File: config.mk
export PLATFORM = sky130hd
export DESIGN_NAME = bounded_time_sorted_table
export DESIGN_NICKNAME = d
export VERILOG_FILES = /design/src/rtl/btst_pkg.sv /design/src/rtl/btst_mem.sv /design/src/rtl/btst_cmp.sv /design/src/rtl/btst_ctrl.sv /design/src/rtl/bounded_time_sorted_table.sv
export SDC_FILE = /design/constraint.sdc
export NUM_CORES = 1
export LEC_CHECK = 0
export ABC_AREA = 1
export BUFFER_PORTS_ARGS = -buffer_cell sky130_fd_sc_hd__buf_2
export CORE_MARGIN = 2
export CORE_UTILIZATION = 35
export DETAILED_ROUTE_END_ITERATION = 7
export PLACE_DENSITY = 0.48
export SLEW_MARGIN = 20
export SYNTH_ARGS = -nofsm -noshare
export SYNTH_HDL_FRONTEND = slang
export SYNTH_SLANG_ARGS = --single-unit
File: constraint.sdc
create_clock -name clk -period 9.35 [get_ports clk]
set_input_delay 0.935 -clock clk [delete_from_list [all_inputs] [get_ports clk]]
set_output_delay 0.935 -clock clk [all_outputs]
set_load 0.1 [all_outputs]
File: src/rtl/btst_pkg.sv
`timescale 1ns / 1ps
// btst_pkg: shared types and constants for the bounded time-sorted table
// holds the command and result words, table entry layout and sequencer states
// no dependencies
package btst_pkg;

  // field widths fixed by the command and result words
  localparam int unsigned ID_W     = 16;
  localparam int unsigned GATE_W   = 8;
  localparam int unsigned MINUTE_W = 11;
  localparam int unsigned STATUS_W = 3;
  localparam int unsigned COUNT_W  = 5;
  localparam int unsigned CAP_W    = 5;

  localparam logic [STATUS_W-1:0] STATUS_INVALID = 3'd7;
  localparam logic [STATUS_W-1:0] STATUS_CLEAR   = 3'd0;
  localparam logic [CAP_W-1:0]    CAP_RESET      = 5'd10;

  // actions carried in the command word
  typedef enum logic [1:0] {
    ACT_INSERT = 2'd0,
    ACT_DELETE = 2'd1,
    ACT_SET    = 2'd2,
    ACT_LOOKUP = 2'd3
  } btst_action_t;

  // result codes
  typedef enum logic [1:0] {
    RES_OK         = 2'd0,
    RES_NOT_FOUND  = 2'd1,
    RES_DUPLICATE  = 2'd2,
    RES_BAD_STATUS = 2'd3
  } btst_code_t;

  // sequencer states
  typedef enum logic [2:0] {
    ST_IDLE  = 3'd0,
    ST_SCAN  = 3'd1,
    ST_PLAN  = 3'd2,
    ST_SHIFT = 3'd3,
    ST_DONE  = 3'd4
  } btst_state_t;

  // command word
  typedef struct packed {
    logic [1:0]          action;
    logic [ID_W-1:0]     entry_id;
    logic [GATE_W-1:0]   gate_number;
    logic [MINUTE_W-1:0] minute_of_day;
    logic [STATUS_W-1:0] status_code;
  } btst_in_t;

  // result word
  typedef struct packed {
    logic [1:0]          result_code;
    logic [ID_W-1:0]     out_id;
    logic [GATE_W-1:0]   out_gate;
    logic [MINUTE_W-1:0] out_minute;
    logic [STATUS_W-1:0] out_status;
    logic                evicted_flag;
    logic [ID_W-1:0]     evicted_id;
    logic [MINUTE_W-1:0] evicted_minute;
    logic [COUNT_W-1:0]  entry_count;
  } btst_out_t;

  // one stored table entry
  typedef struct packed {
    logic [ID_W-1:0]     id;
    logic [GATE_W-1:0]   gate;
    logic [MINUTE_W-1:0] minute;
    logic [STATUS_W-1:0] status;
  } btst_entry_t;

  // compare unit flags
  typedef struct packed {
    logic id_hit;
    logic not_before;
  } btst_cmp_t;

endpackage

File: src/rtl/btst_mem.sv
`timescale 1ns / 1ps
// btst_mem: table storage, one write port and one registered read port
// depends on btst_pkg for the entry layout
module btst_mem
  import btst_pkg::*;
#(
  parameter int unsigned DEPTH = 16,
  parameter int unsigned AW    = 4
) (
  input  logic              clk,
  input  logic              rd_en,
  input  logic [AW-1:0]     rd_addr,
  output btst_entry_t       rd_data,
  input  logic              wr_en,
  input  logic [AW-1:0]     wr_addr,
  input  btst_entry_t       wr_data
);

  btst_entry_t mem_r [DEPTH];

  // registered read
  always_ff @(posedge clk) begin
    if (rd_en) begin
      rd_data <= mem_r[rd_addr];
    end
  end

  // write
  always_ff @(posedge clk) begin
    if (wr_en) begin
      mem_r[wr_addr] <= wr_data;
    end
  end

endmodule

File: src/rtl/btst_cmp.sv
`timescale 1ns / 1ps
// btst_cmp: shared compare unit, checks one entry read from the table
// against the id and time of the command; depends on btst_pkg
module btst_cmp
  import btst_pkg::*;
(
  input  btst_entry_t         entry,
  input  logic [ID_W-1:0]     key_id,
  input  logic [MINUTE_W-1:0] key_minute,
  output btst_cmp_t           flags
);

  // id match and time order of the stored entry against the new one
  always_comb begin
    flags.id_hit     = (entry.id == key_id);
    flags.not_before = (entry.minute >= key_minute);
  end

endmodule

File: src/rtl/btst_ctrl.sv
`timescale 1ns / 1ps
// btst_ctrl: sequencer for the time-sorted table, a search pass then a shift pass
// depends on btst_pkg, btst_mem and btst_cmp
module btst_ctrl
  import btst_pkg::*;
#(
  parameter int unsigned DEPTH = 16
) (
  input  logic             clk,
  input  logic             rst_n,
  input  logic             start,
  input  btst_in_t         in_word,
  input  logic [CAP_W-1:0] cap_limit,
  output logic             busy,
  output logic             res_vld,
  output btst_out_t        res_word
);

  localparam int unsigned CW = $clog2(DEPTH + 1);
  localparam int unsigned AW = (DEPTH > 1) ? $clog2(DEPTH) : 1;
  localparam int unsigned LW = (CW > CAP_W) ? CW : CAP_W;

  btst_state_t state_r, state_nxt;
  logic [CW-1:0] cnt_r, cnt_nxt;

  btst_in_t    cmd_r;
  logic [CW-1:0] idx_r;
  logic        chk_vld_r;
  logic [CW-1:0] chk_idx_r;
  logic        hit_r;
  logic [CW-1:0] pos_r;
  btst_entry_t hit_ent_r;
  logic        at_found_r;
  logic [CW-1:0] at_r;
  logic [ID_W-1:0]     head_id_r;
  logic [MINUTE_W-1:0] head_min_r;

  logic        up_r;
  logic [CW-1:0] src_r;
  logic [CW-1:0] mv_r;
  logic        sh_vld_r;
  logic [CW-1:0] sh_dst_r;
  logic        fin_we_r;
  logic [CW-1:0] fin_idx_r;
  btst_entry_t fin_ent_r;
  btst_out_t   res_r;

  logic        rd_en;
  logic [CW-1:0] rd_idx;
  btst_entry_t rd_data;
  logic        wr_en;
  logic [CW-1:0] wr_idx;
  btst_entry_t wr_data;
  btst_cmp_t   cmp_flags;

  logic        scan_end;
  logic        shift_end;

  // plan of the action, worked out after the search pass
  btst_entry_t   new_ent;
  btst_entry_t   upd_ent;
  logic [LW-1:0] lim_eff;
  logic          evict;
  btst_out_t     p_res;
  logic [CW-1:0] p_cnt;
  logic          p_up;
  logic [CW-1:0] p_src;
  logic [CW-1:0] p_mv;
  logic          p_fin_we;
  logic [CW-1:0] p_fin_idx;
  btst_entry_t   p_fin_ent;

  btst_mem #(.DEPTH(DEPTH), .AW(AW)) u_mem (
    .clk     (clk),
    .rd_en   (rd_en),
    .rd_addr (rd_idx[AW-1:0]),
    .rd_data (rd_data),
    .wr_en   (wr_en),
    .wr_addr (wr_idx[AW-1:0]),
    .wr_data (wr_data)
  );

  btst_cmp u_cmp (
    .entry      (rd_data),
    .key_id     (cmd_r.entry_id),
    .key_minute (cmd_r.minute_of_day),
    .flags      (cmp_flags)
  );

  assign scan_end  = (idx_r == cnt_r) && !chk_vld_r;
  assign shift_end = (mv_r == '0) && !sh_vld_r;

  // next state
  always_comb begin
    state_nxt = state_r;
    case (state_r)
      ST_IDLE:  if (start) state_nxt = ST_SCAN;
      ST_SCAN:  if (scan_end) state_nxt = ST_PLAN;
      ST_PLAN:  state_nxt = ST_SHIFT;
      ST_SHIFT: if (shift_end) state_nxt = ST_DONE;
      ST_DONE:  state_nxt = ST_IDLE;
      default:  state_nxt = ST_IDLE;
    endcase
  end

  // memory port and handshake outputs
  always_comb begin
    busy    = (state_r != ST_IDLE);
    res_vld = (state_r == ST_DONE);
    rd_en   = 1'b0;
    rd_idx  = idx_r;
    wr_en   = 1'b0;
    wr_idx  = sh_dst_r;
    wr_data = rd_data;
    case (state_r)
      ST_SCAN: begin
        rd_en  = (idx_r < cnt_r);
        rd_idx = idx_r;
      end
      ST_SHIFT: begin
        rd_en  = (mv_r != '0);
        rd_idx = src_r;
        if (sh_vld_r) begin
          wr_en   = 1'b1;
          wr_idx  = sh_dst_r;
          wr_data = rd_data;
        end else if (shift_end && fin_we_r) begin
          wr_en   = 1'b1;
          wr_idx  = fin_idx_r;
          wr_data = fin_ent_r;
        end
      end
      default: begin
        rd_en = 1'b0;
      end
    endcase
  end

  assign res_word = res_r;

  // effective limit and eviction check
  always_comb begin
    lim_eff = (LW'(cap_limit) > LW'(DEPTH)) ? LW'(DEPTH) : LW'(cap_limit);
    evict   = (LW'(cnt_r) >= lim_eff);
  end

  // new entry and status update
  always_comb begin
    new_ent.id     = cmd_r.entry_id;
    new_ent.gate   = cmd_r.gate_number;
    new_ent.minute = cmd_r.minute_of_day;
    new_ent.status = (cmd_r.status_code == STATUS_INVALID) ? STATUS_CLEAR
                                                           : cmd_r.status_code;
    upd_ent        = hit_ent_r;
    upd_ent.status = cmd_r.status_code;
  end

  // action plan: result word, new count, shift range and final write
  always_comb begin
    p_res     = '0;
    p_cnt     = cnt_r;
    p_up      = 1'b0;
    p_src     = '0;
    p_mv      = '0;
    p_fin_we  = 1'b0;
    p_fin_idx = '0;
    p_fin_ent = new_ent;
    if (cmd_r.action == ACT_INSERT) begin
      if (hit_r) begin
        p_res.result_code = RES_DUPLICATE;
        p_res.out_id      = hit_ent_r.id;
        p_res.out_gate    = hit_ent_r.gate;
        p_res.out_minute  = hit_ent_r.minute;
        p_res.out_status  = hit_ent_r.status;
      end else begin
        p_res.result_code = RES_OK;
        p_res.out_id      = new_ent.id;
        p_res.out_gate    = new_ent.gate;
        p_res.out_minute  = new_ent.minute;
        p_res.out_status  = new_ent.status;
        if (!evict) begin
          // open a slot: move the later entries up by one
          p_up      = 1'b1;
          p_src     = CW'(cnt_r - CW'(1));
          p_mv      = CW'(cnt_r - at_r);
          p_fin_we  = 1'b1;
          p_fin_idx = at_r;
          p_cnt     = CW'(cnt_r + CW'(1));
        end else if (at_r == '0) begin
          // new entry is the earliest and leaves at once
          p_res.evicted_flag   = 1'b1;
          p_res.evicted_id     = new_ent.id;
          p_res.evicted_minute = new_ent.minute;
        end else begin
          // head leaves: move the earlier entries down by one
          p_res.evicted_flag   = 1'b1;
          p_res.evicted_id     = head_id_r;
          p_res.evicted_minute = head_min_r;
          p_src     = CW'(1);
          p_mv      = CW'(at_r - CW'(1));
          p_fin_we  = 1'b1;
          p_fin_idx = CW'(at_r - CW'(1));
        end
      end
    end else if (!hit_r) begin
      p_res.result_code = RES_NOT_FOUND;
    end else begin
      p_res.result_code = RES_OK;
      p_res.out_id      = hit_ent_r.id;
      p_res.out_gate    = hit_ent_r.gate;
      p_res.out_minute  = hit_ent_r.minute;
      p_res.out_status  = hit_ent_r.status;
      case (cmd_r.action)
        ACT_DELETE: begin
          // close the gap: move the later entries down by one
          p_src = CW'(pos_r + CW'(1));
          p_mv  = CW'(cnt_r - pos_r - CW'(1));
          p_cnt = CW'(cnt_r - CW'(1));
        end
        ACT_SET: begin
          if (cmd_r.status_code == STATUS_INVALID) begin
            p_res.result_code = RES_BAD_STATUS;
          end else begin
            p_res.out_status = upd_ent.status;
            p_fin_we         = 1'b1;
            p_fin_idx        = pos_r;
            p_fin_ent        = upd_ent;
          end
        end
        default: begin
          p_res.result_code = RES_OK;
        end
      endcase
    end
    p_res.entry_count = COUNT_W'(p_cnt);
  end

  assign cnt_nxt = (state_r == ST_PLAN) ? p_cnt : cnt_r;

  // control registers
  always_ff @(posedge clk) begin
    if (!rst_n) begin
      state_r   <= ST_IDLE;
      cnt_r     <= '0;
      chk_vld_r <= 1'b0;
      sh_vld_r  <= 1'b0;
    end else begin
      state_r   <= state_nxt;
      cnt_r     <= cnt_nxt;
      chk_vld_r <= (state_r == ST_SCAN) && rd_en;
      sh_vld_r  <= (state_r == ST_SHIFT) && rd_en;
    end
  end

  // search pass and shift pass datapath
  always_ff @(posedge clk) begin
    case (state_r)
      ST_IDLE: begin
        if (start) begin
          cmd_r      <= in_word;
          idx_r      <= '0;
          hit_r      <= 1'b0;
          at_found_r <= 1'b0;
          at_r       <= cnt_r;
        end
      end
      ST_SCAN: begin
        if (rd_en) begin
          idx_r <= CW'(idx_r + CW'(1));
        end
        chk_idx_r <= idx_r;
        if (chk_vld_r) begin
          if (chk_idx_r == '0) begin
            head_id_r  <= rd_data.id;
            head_min_r <= rd_data.minute;
          end
          if (cmp_flags.id_hit && !hit_r) begin
            hit_r     <= 1'b1;
            pos_r     <= chk_idx_r;
            hit_ent_r <= rd_data;
          end
          if (cmp_flags.not_before && !at_found_r) begin
            at_found_r <= 1'b1;
            at_r       <= chk_idx_r;
          end
        end
      end
      ST_PLAN: begin
        res_r     <= p_res;
        up_r      <= p_up;
        src_r     <= p_src;
        mv_r      <= p_mv;
        fin_we_r  <= p_fin_we;
        fin_idx_r <= p_fin_idx;
        fin_ent_r <= p_fin_ent;
      end
      ST_SHIFT: begin
        if (rd_en) begin
          src_r    <= up_r ? CW'(src_r - CW'(1)) : CW'(src_r + CW'(1));
          mv_r     <= CW'(mv_r - CW'(1));
          sh_dst_r <= up_r ? CW'(src_r + CW'(1)) : CW'(src_r - CW'(1));
        end
      end
      default: begin
        idx_r <= idx_r;
      end
    endcase
  end

  // checks
  a_cnt_bound: assert property (@(posedge clk) disable iff (!rst_n)
    cnt_r <= CW'(DEPTH))
    else $error("entry count above table depth");

  a_wr_bound: assert property (@(posedge clk) disable iff (!rst_n)
    wr_en |-> (wr_idx < CW'(DEPTH)))
    else $error("table write beyond depth");

  a_done_once: assert property (@(posedge clk) disable iff (!rst_n)
    (state_r == ST_DONE) |=> (state_r == ST_IDLE))
    else $error("result strobe longer than one cycle");

  a_no_evict_on_err: assert property (@(posedge clk) disable iff (!rst_n)
    (res_vld && (res_r.result_code != RES_OK)) |-> !res_r.evicted_flag)
    else $error("eviction reported on a failed action");

endmodule

File: src/rtl/bounded_time_sorted_table.sv
`timescale 1ns / 1ps
// bounded_time_sorted_table: top level, limit register and command sequencer
// depends on btst_pkg and btst_ctrl
//
// A command word is taken when start is high and busy is low; busy then stays
// high until the result word has been shown. The result is on out_word for
// exactly one cycle with out_strobe high and cannot be held off. One pass reads
// the table, one entry a cycle, to find the id and the insert point. A planning
// state then works out the action. A second pass moves entries one a cycle
// through the single table read port, then writes the last moved entry and the
// final entry. A done state shows the result. The next command can be taken in
// the cycle after the strobe. The table has no clearing pass after reset. The
// limit register may be written at any time through cfg_valid/cfg_ready but
// should only change while idle.
module bounded_time_sorted_table
  import btst_pkg::*;
#(
  parameter int unsigned TABLE_DEPTH = 16
) (
  input  logic             clk,
  input  logic             rst_n,
  input  logic             start,
  output logic             busy,
  input  btst_in_t         in_word,
  output logic             out_strobe,
  output btst_out_t        out_word,
  input  logic             cfg_valid,
  output logic             cfg_ready,
  input  logic [CAP_W-1:0] cfg_data
);

  logic [CAP_W-1:0] cap_r, cap_nxt;

  // limit register
  assign cfg_ready = 1'b1;
  assign cap_nxt   = (cfg_valid && cfg_ready) ? cfg_data : cap_r;

  always_ff @(posedge clk) begin
    if (!rst_n) begin
      cap_r <= CAP_RESET;
    end else begin
      cap_r <= cap_nxt;
    end
  end

  // command sequencer with table storage
  btst_ctrl #(.DEPTH(TABLE_DEPTH)) u_ctrl (
    .clk       (clk),
    .rst_n     (rst_n),
    .start     (start),
    .in_word   (in_word),
    .cap_limit (cap_r),
    .busy      (busy),
    .res_vld   (out_strobe),
    .res_word  (out_word)
  );

endmodule

==> report_table.html <==
<table>
<tr><th>Metric</th><th>Value</th></tr>
<tr><th colspan="2">Run status</th></tr>
<tr><td>Status</td><td>complete, no violations</td></tr>
<tr><th colspan="2">Clocking</th></tr>
<tr><td>CTS clk-pin slew, worst paths</td><td>60 ps</td></tr>
<tr><td>TritonCTS sink count</td><td>918</td></tr>
<tr><td># Post-CTS Setup Buffers</td><td>0</td></tr>
<tr><td>Number of buffers created by CTS</td><td>99</td></tr>
<tr><td>TritonCTS clock tree</td><td>done</td></tr>
<tr><td>CTS Hold Bufs</td><td>0</td></tr>
<tr><td>Total number of H-tree levels</td><td>3</td></tr>
<tr><td>Root buffer cell</td><td>clkbuf_16</td></tr>
<tr><td>CTS Buffer Depth</td><td>3</td></tr>
<tr><td>Post_cts resized</td><td>0</td></tr>
<tr><td>Clock latency on the worst-skew pair</td><td>670 ps</td></tr>
<tr><th colspan="2">Cells and area</th></tr>
<tr><td>Fraction of final layout cells sized beyond drive strength 1</td><td>0.1010</td></tr>
<tr><td>Inserted Diodes</td><td>0</td></tr>
<tr><td>Syn-to-layout area delta</td><td>13.61%</td></tr>
<tr><td>Most frequent standard cell in the layout excluding fill and tap cells</td><td>edfxtp_1</td></tr>
<tr><td>Post-route core utilization</td><td>0.4004</td></tr>
<tr><td>Number of nets in the layout</td><td>3415</td></tr>
<tr><td>Leading cell types in the layout, fill and taps excluded</td><td>edfxtp_1 (903), nand2_1 (777), inv_1 (360)</td></tr>
<tr><th colspan="2">STA</th></tr>
<tr><td>Slew at the pin closest to its max-slew limit</td><td>1093 ps</td></tr>
<tr><td>Peak Freq</td><td>252.1 MHz</td></tr>
<tr><td>Setup violation total in the final timing report</td><td>0</td></tr>
<tr><td>TNS Setup</td><td>0 ps</td></tr>
<tr><td>Share of the clock period used by the worst path after layout</td><td>0.4243</td></tr>
<tr><td>Clock period minus final worst setup slack</td><td>3967 ps</td></tr>
<tr><td>Hold Vio Cnt, Final</td><td>0</td></tr>
<tr><td>Maximum clock skew at final layout</td><td>22.91 ps</td></tr>
<tr><td>Max-Slew Margin vs Limit</td><td>0.2673</td></tr>
<tr><td>Final-report max-slew violation count</td><td>0</td></tr>
<tr><td>RSZ-0062 raised after global routing</td><td>no</td></tr>
<tr><th colspan="2">Placement</th></tr>
<tr><td>Weighted congestion reported at the end of routability-driven placement</td><td>0.8182</td></tr>
<tr><td>Final HPWL from detailed placement</td><td>59910 um</td></tr>
<tr><td>Buffers on Ports</td><td>123</td></tr>
<tr><th colspan="2">Worst setup path</th></tr>
<tr><td>Worst endpoint required time</td><td>9640 ps</td></tr>
<tr><td>Worst setup path category</td><td>flip-flop to flip-flop</td></tr>
<tr><td>Data arrival time of the critical path</td><td>4260 ps</td></tr>
<tr><td>Kind of end point of the critical path</td><td>flip-flop</td></tr>
<tr><td>Crit start category</td><td>flip-flop</td></tr>
<tr><td>Highest fanout seen on the critical path</td><td>42</td></tr>
<tr><th colspan="2">Logic synthesis</th></tr>
<tr><td>Netlist Area Pre-Place</td><td>38310 um2</td></tr>
<tr><td>Leading area contributor after synthesis</td><td>edfxtp_1</td></tr>
<tr><td>Sequential share of the synthesized area</td><td>0.7157</td></tr>
<tr><td>Prevailing post-synth register cell</td><td>edfxtp_1</td></tr>
<tr><td>Number of warnings printed during yosys synthesis</td><td>0</td></tr>
<tr><td>Post-Syn Area per Cell</td><td>11.92 um2</td></tr>
<tr><td>Netlist cell types</td><td>42</td></tr>
<tr><td>Synth async-reset ratio</td><td>0</td></tr>
<tr><td>Synth top area share</td><td>0.7078</td></tr>
<tr><td>Number of nets produced by synthesis</td><td>3305</td></tr>
<tr><td>Number of enable-type register cells in the synthesized netlist</td><td>903</td></tr>
<tr><td>Synthesis-stage register bit count</td><td>918</td></tr>
<tr><td>Number of standard cells after synthesis</td><td>3215</td></tr>
<tr><td>Leading cell types by total area after synthesis</td><td>edfxtp_1 (71%), nand2_1 (7.6%), nand3_1 (4.4%)</td></tr>
<tr><th colspan="2">Floorplan</th></tr>
<tr><td>Die height</td><td>334.8 um</td></tr>
<tr><td>Number of top-level design ports</td><td>125</td></tr>
<tr><td>Row Count</td><td>121</td></tr>
<tr><td>Die X</td><td>334.8 um</td></tr>
<tr><td>Standard cell core area</td><td>108700 um2</td></tr>
<tr><td>Die Footprint</td><td>112100 um2</td></tr>
<tr><td>Effective utilization at floorplan</td><td>0.3524</td></tr>
<tr><th colspan="2">Power</th></tr>
<tr><td>Worst ir drop on vdd</td><td>160.6 uV</td></tr>
<tr><td>LEAKAGE</td><td>16.45 nW</td></tr>
<tr><td>Pwr dens</td><td>241.7 nW/um2</td></tr>
<tr><th colspan="2">Route</th></tr>
<tr><td>Routed wire length</td><td>109700 um</td></tr>
<tr><td>Routed wire per std cell</td><td>22.76 um</td></tr>
<tr><td>Length of the first detailed-routing pass in iterations</td><td>5</td></tr>
<tr><td>DRT antenna net count</td><td>0</td></tr>
<tr><td>DRC violation count after routing</td><td>0</td></tr>
<tr><td>Post-detailed-route via-to-cell ratio</td><td>5.023</td></tr>
<tr><td>Via count</td><td>24210</td></tr>
<tr><td>Number of DRC violations after detailed-routing iteration 0</td><td>2057</td></tr>
<tr><th colspan="2">Global routing</th></tr>
<tr><td>Via count of the first global-routing pass</td><td>23420</td></tr>
<tr><td>Pin count of the biggest net entering global routing</td><td>138</td></tr>
<tr><td>Global-route wire length before repair</td><td>159900 um</td></tr>
<tr><td>Overflow after GRT</td><td>0</td></tr>
<tr><td>Overall fraction of global-route tracks in use</td><td>0.1944</td></tr>
<tr><td>Number of antenna violations at the first check in global routing</td><td>2</td></tr>
<tr><th colspan="2">Run</th></tr>
<tr><td>Count of max-cap constraint violations</td><td>0</td></tr>
<tr><th colspan="2">Min path</th></tr>
<tr><td>Classification of the worst-slack hold path</td><td>input pin to flip-flop</td></tr>
</table>
layout make-up:
class	instances	area, um2
clock inverters	41	249.0
multi-input cells	1759	8949
repair buffers	177	1028
well taps	1414	1769
flip-flops and latches	918	27420
fillers	10380	65180
clock buffers	140	2714
inverters	370	1395
where the power goes:
part | switching [mW] | total, mW | internal (mW)
Clock | 1.61 | 3.65 | 2.04
Combinational | 1.44 | 1.91 | 0.470
Sequential | 0.120 | 4.96 | 4.84
metal layers:
layer | vias up | share of wire | global-route usage
met5 | - | 0 | 0
met4 | 0 | 0.020 | 0.04780
li1 | 11490 | - | -
met2 | 658 | 0.47 | 0.3199
met1 | 11930 | 0.45 | 0.2708
met3 | 129 | 0.053 | 0.02834
stage by stage:
step	hold WS (ps)	instances	instance area, um2	setup slack, ps	power (mW)
after floorplan	426.8	3215	38310	2229	6.320
after global placement	433.3	4638	40550	5402	6.961
after detailed placement	442.8	4638	40550	5362	6.958
after CTS	391.9	4819	43510	5343	10.62
after global routing	405.6	4819	43520	5152	10.97
final	437.2	4819	43520	5383	10.52
synth_stat cells (3+ instances only):
library cell and instances:
nand3_1 340, inv_1 362, o22ai_1 23, buf_2 84
or2_2 3, clkbuf_1 69, a21oi_1 108, xnor2_1 7
nor4_1 3, nor2_1 68, dfxtp_1 15, clkinv_1 5
buf_4 6, edfxtp_1 903, nor3_1 5, o21ai_0 135
buf_1 9, nand4_1 7, o21ai_1 14, o211ai_1 185
xor2_1 21, inv_2 3, nand2_1 778, ha_1 39
final timing paths:
| check | startpoint | to | slack (ps) | depth (start not counted) |
|---|---|---|---|---|
| setup / recovery | u_ctrl.mv_r[0]$_DFFE_PP_ | u_ctrl.u_mem.mem_r[13][32]$_DFFE_PP_ | 5380 | 11 |
| hold / removal | in_word[37] | u_ctrl.cmd_r[37]$_DFFE_PP_ | 440 | 1 |
| setup reg to reg | u_ctrl.mv_r[0]$_DFFE_PP_ | u_ctrl.u_mem.mem_r[13][32]$_DFFE_PP_ | 5380 | 11 |
| hold reg to reg | u_ctrl.u_mem.rd_data[18]$_DFFE_PN_ | u_ctrl.hit_ent_r[18]$_DFFE_PP_ | 450 | 0 |
registers in the layout (all words and copies together), names as in the netlist, 5 cells and up:
| name | flops |
|---|---|
| cap_r | 5 |
| u_ctrl.at_r | 5 |
| u_ctrl.chk_idx_r | 5 |
| u_ctrl.cmd_r | 40 |
| u_ctrl.cnt_r | 5 |
| u_ctrl.fin_ent_r | 38 |
| u_ctrl.head_id_r | 16 |
| u_ctrl.head_min_r | 11 |
| u_ctrl.hit_ent_r | 38 |
| u_ctrl.idx_r | 5 |
| u_ctrl.mv_r | 5 |
| u_ctrl.pos_r | 5 |
| u_ctrl.res_word | 73 |
| u_ctrl.u_mem.mem_r | 608 |
| u_ctrl.u_mem.rd_data | 38 |
critical path, stage by stage (launching register included):
cell and delay, ps:
edfxtp_1 320, inv_1 70, ha_1 200, nand3_1 100, inv_1 60, nand4_1 80, buf_4 550, o21ai_0 290
inv_1 130, nand3_1 300, nor2_4 880, buf_4 570
cells by family after synthesis:
kind of cell    synth area share
xor+xnor                0.006402
compound gates           0.07591
mux                    0.0005226
fa+ha+maj                0.01378
other cells           0.00009789
buf+inv                  0.05605
flops                     0.7157
simple gates              0.1316
Power figures use the tool's default switching activity.
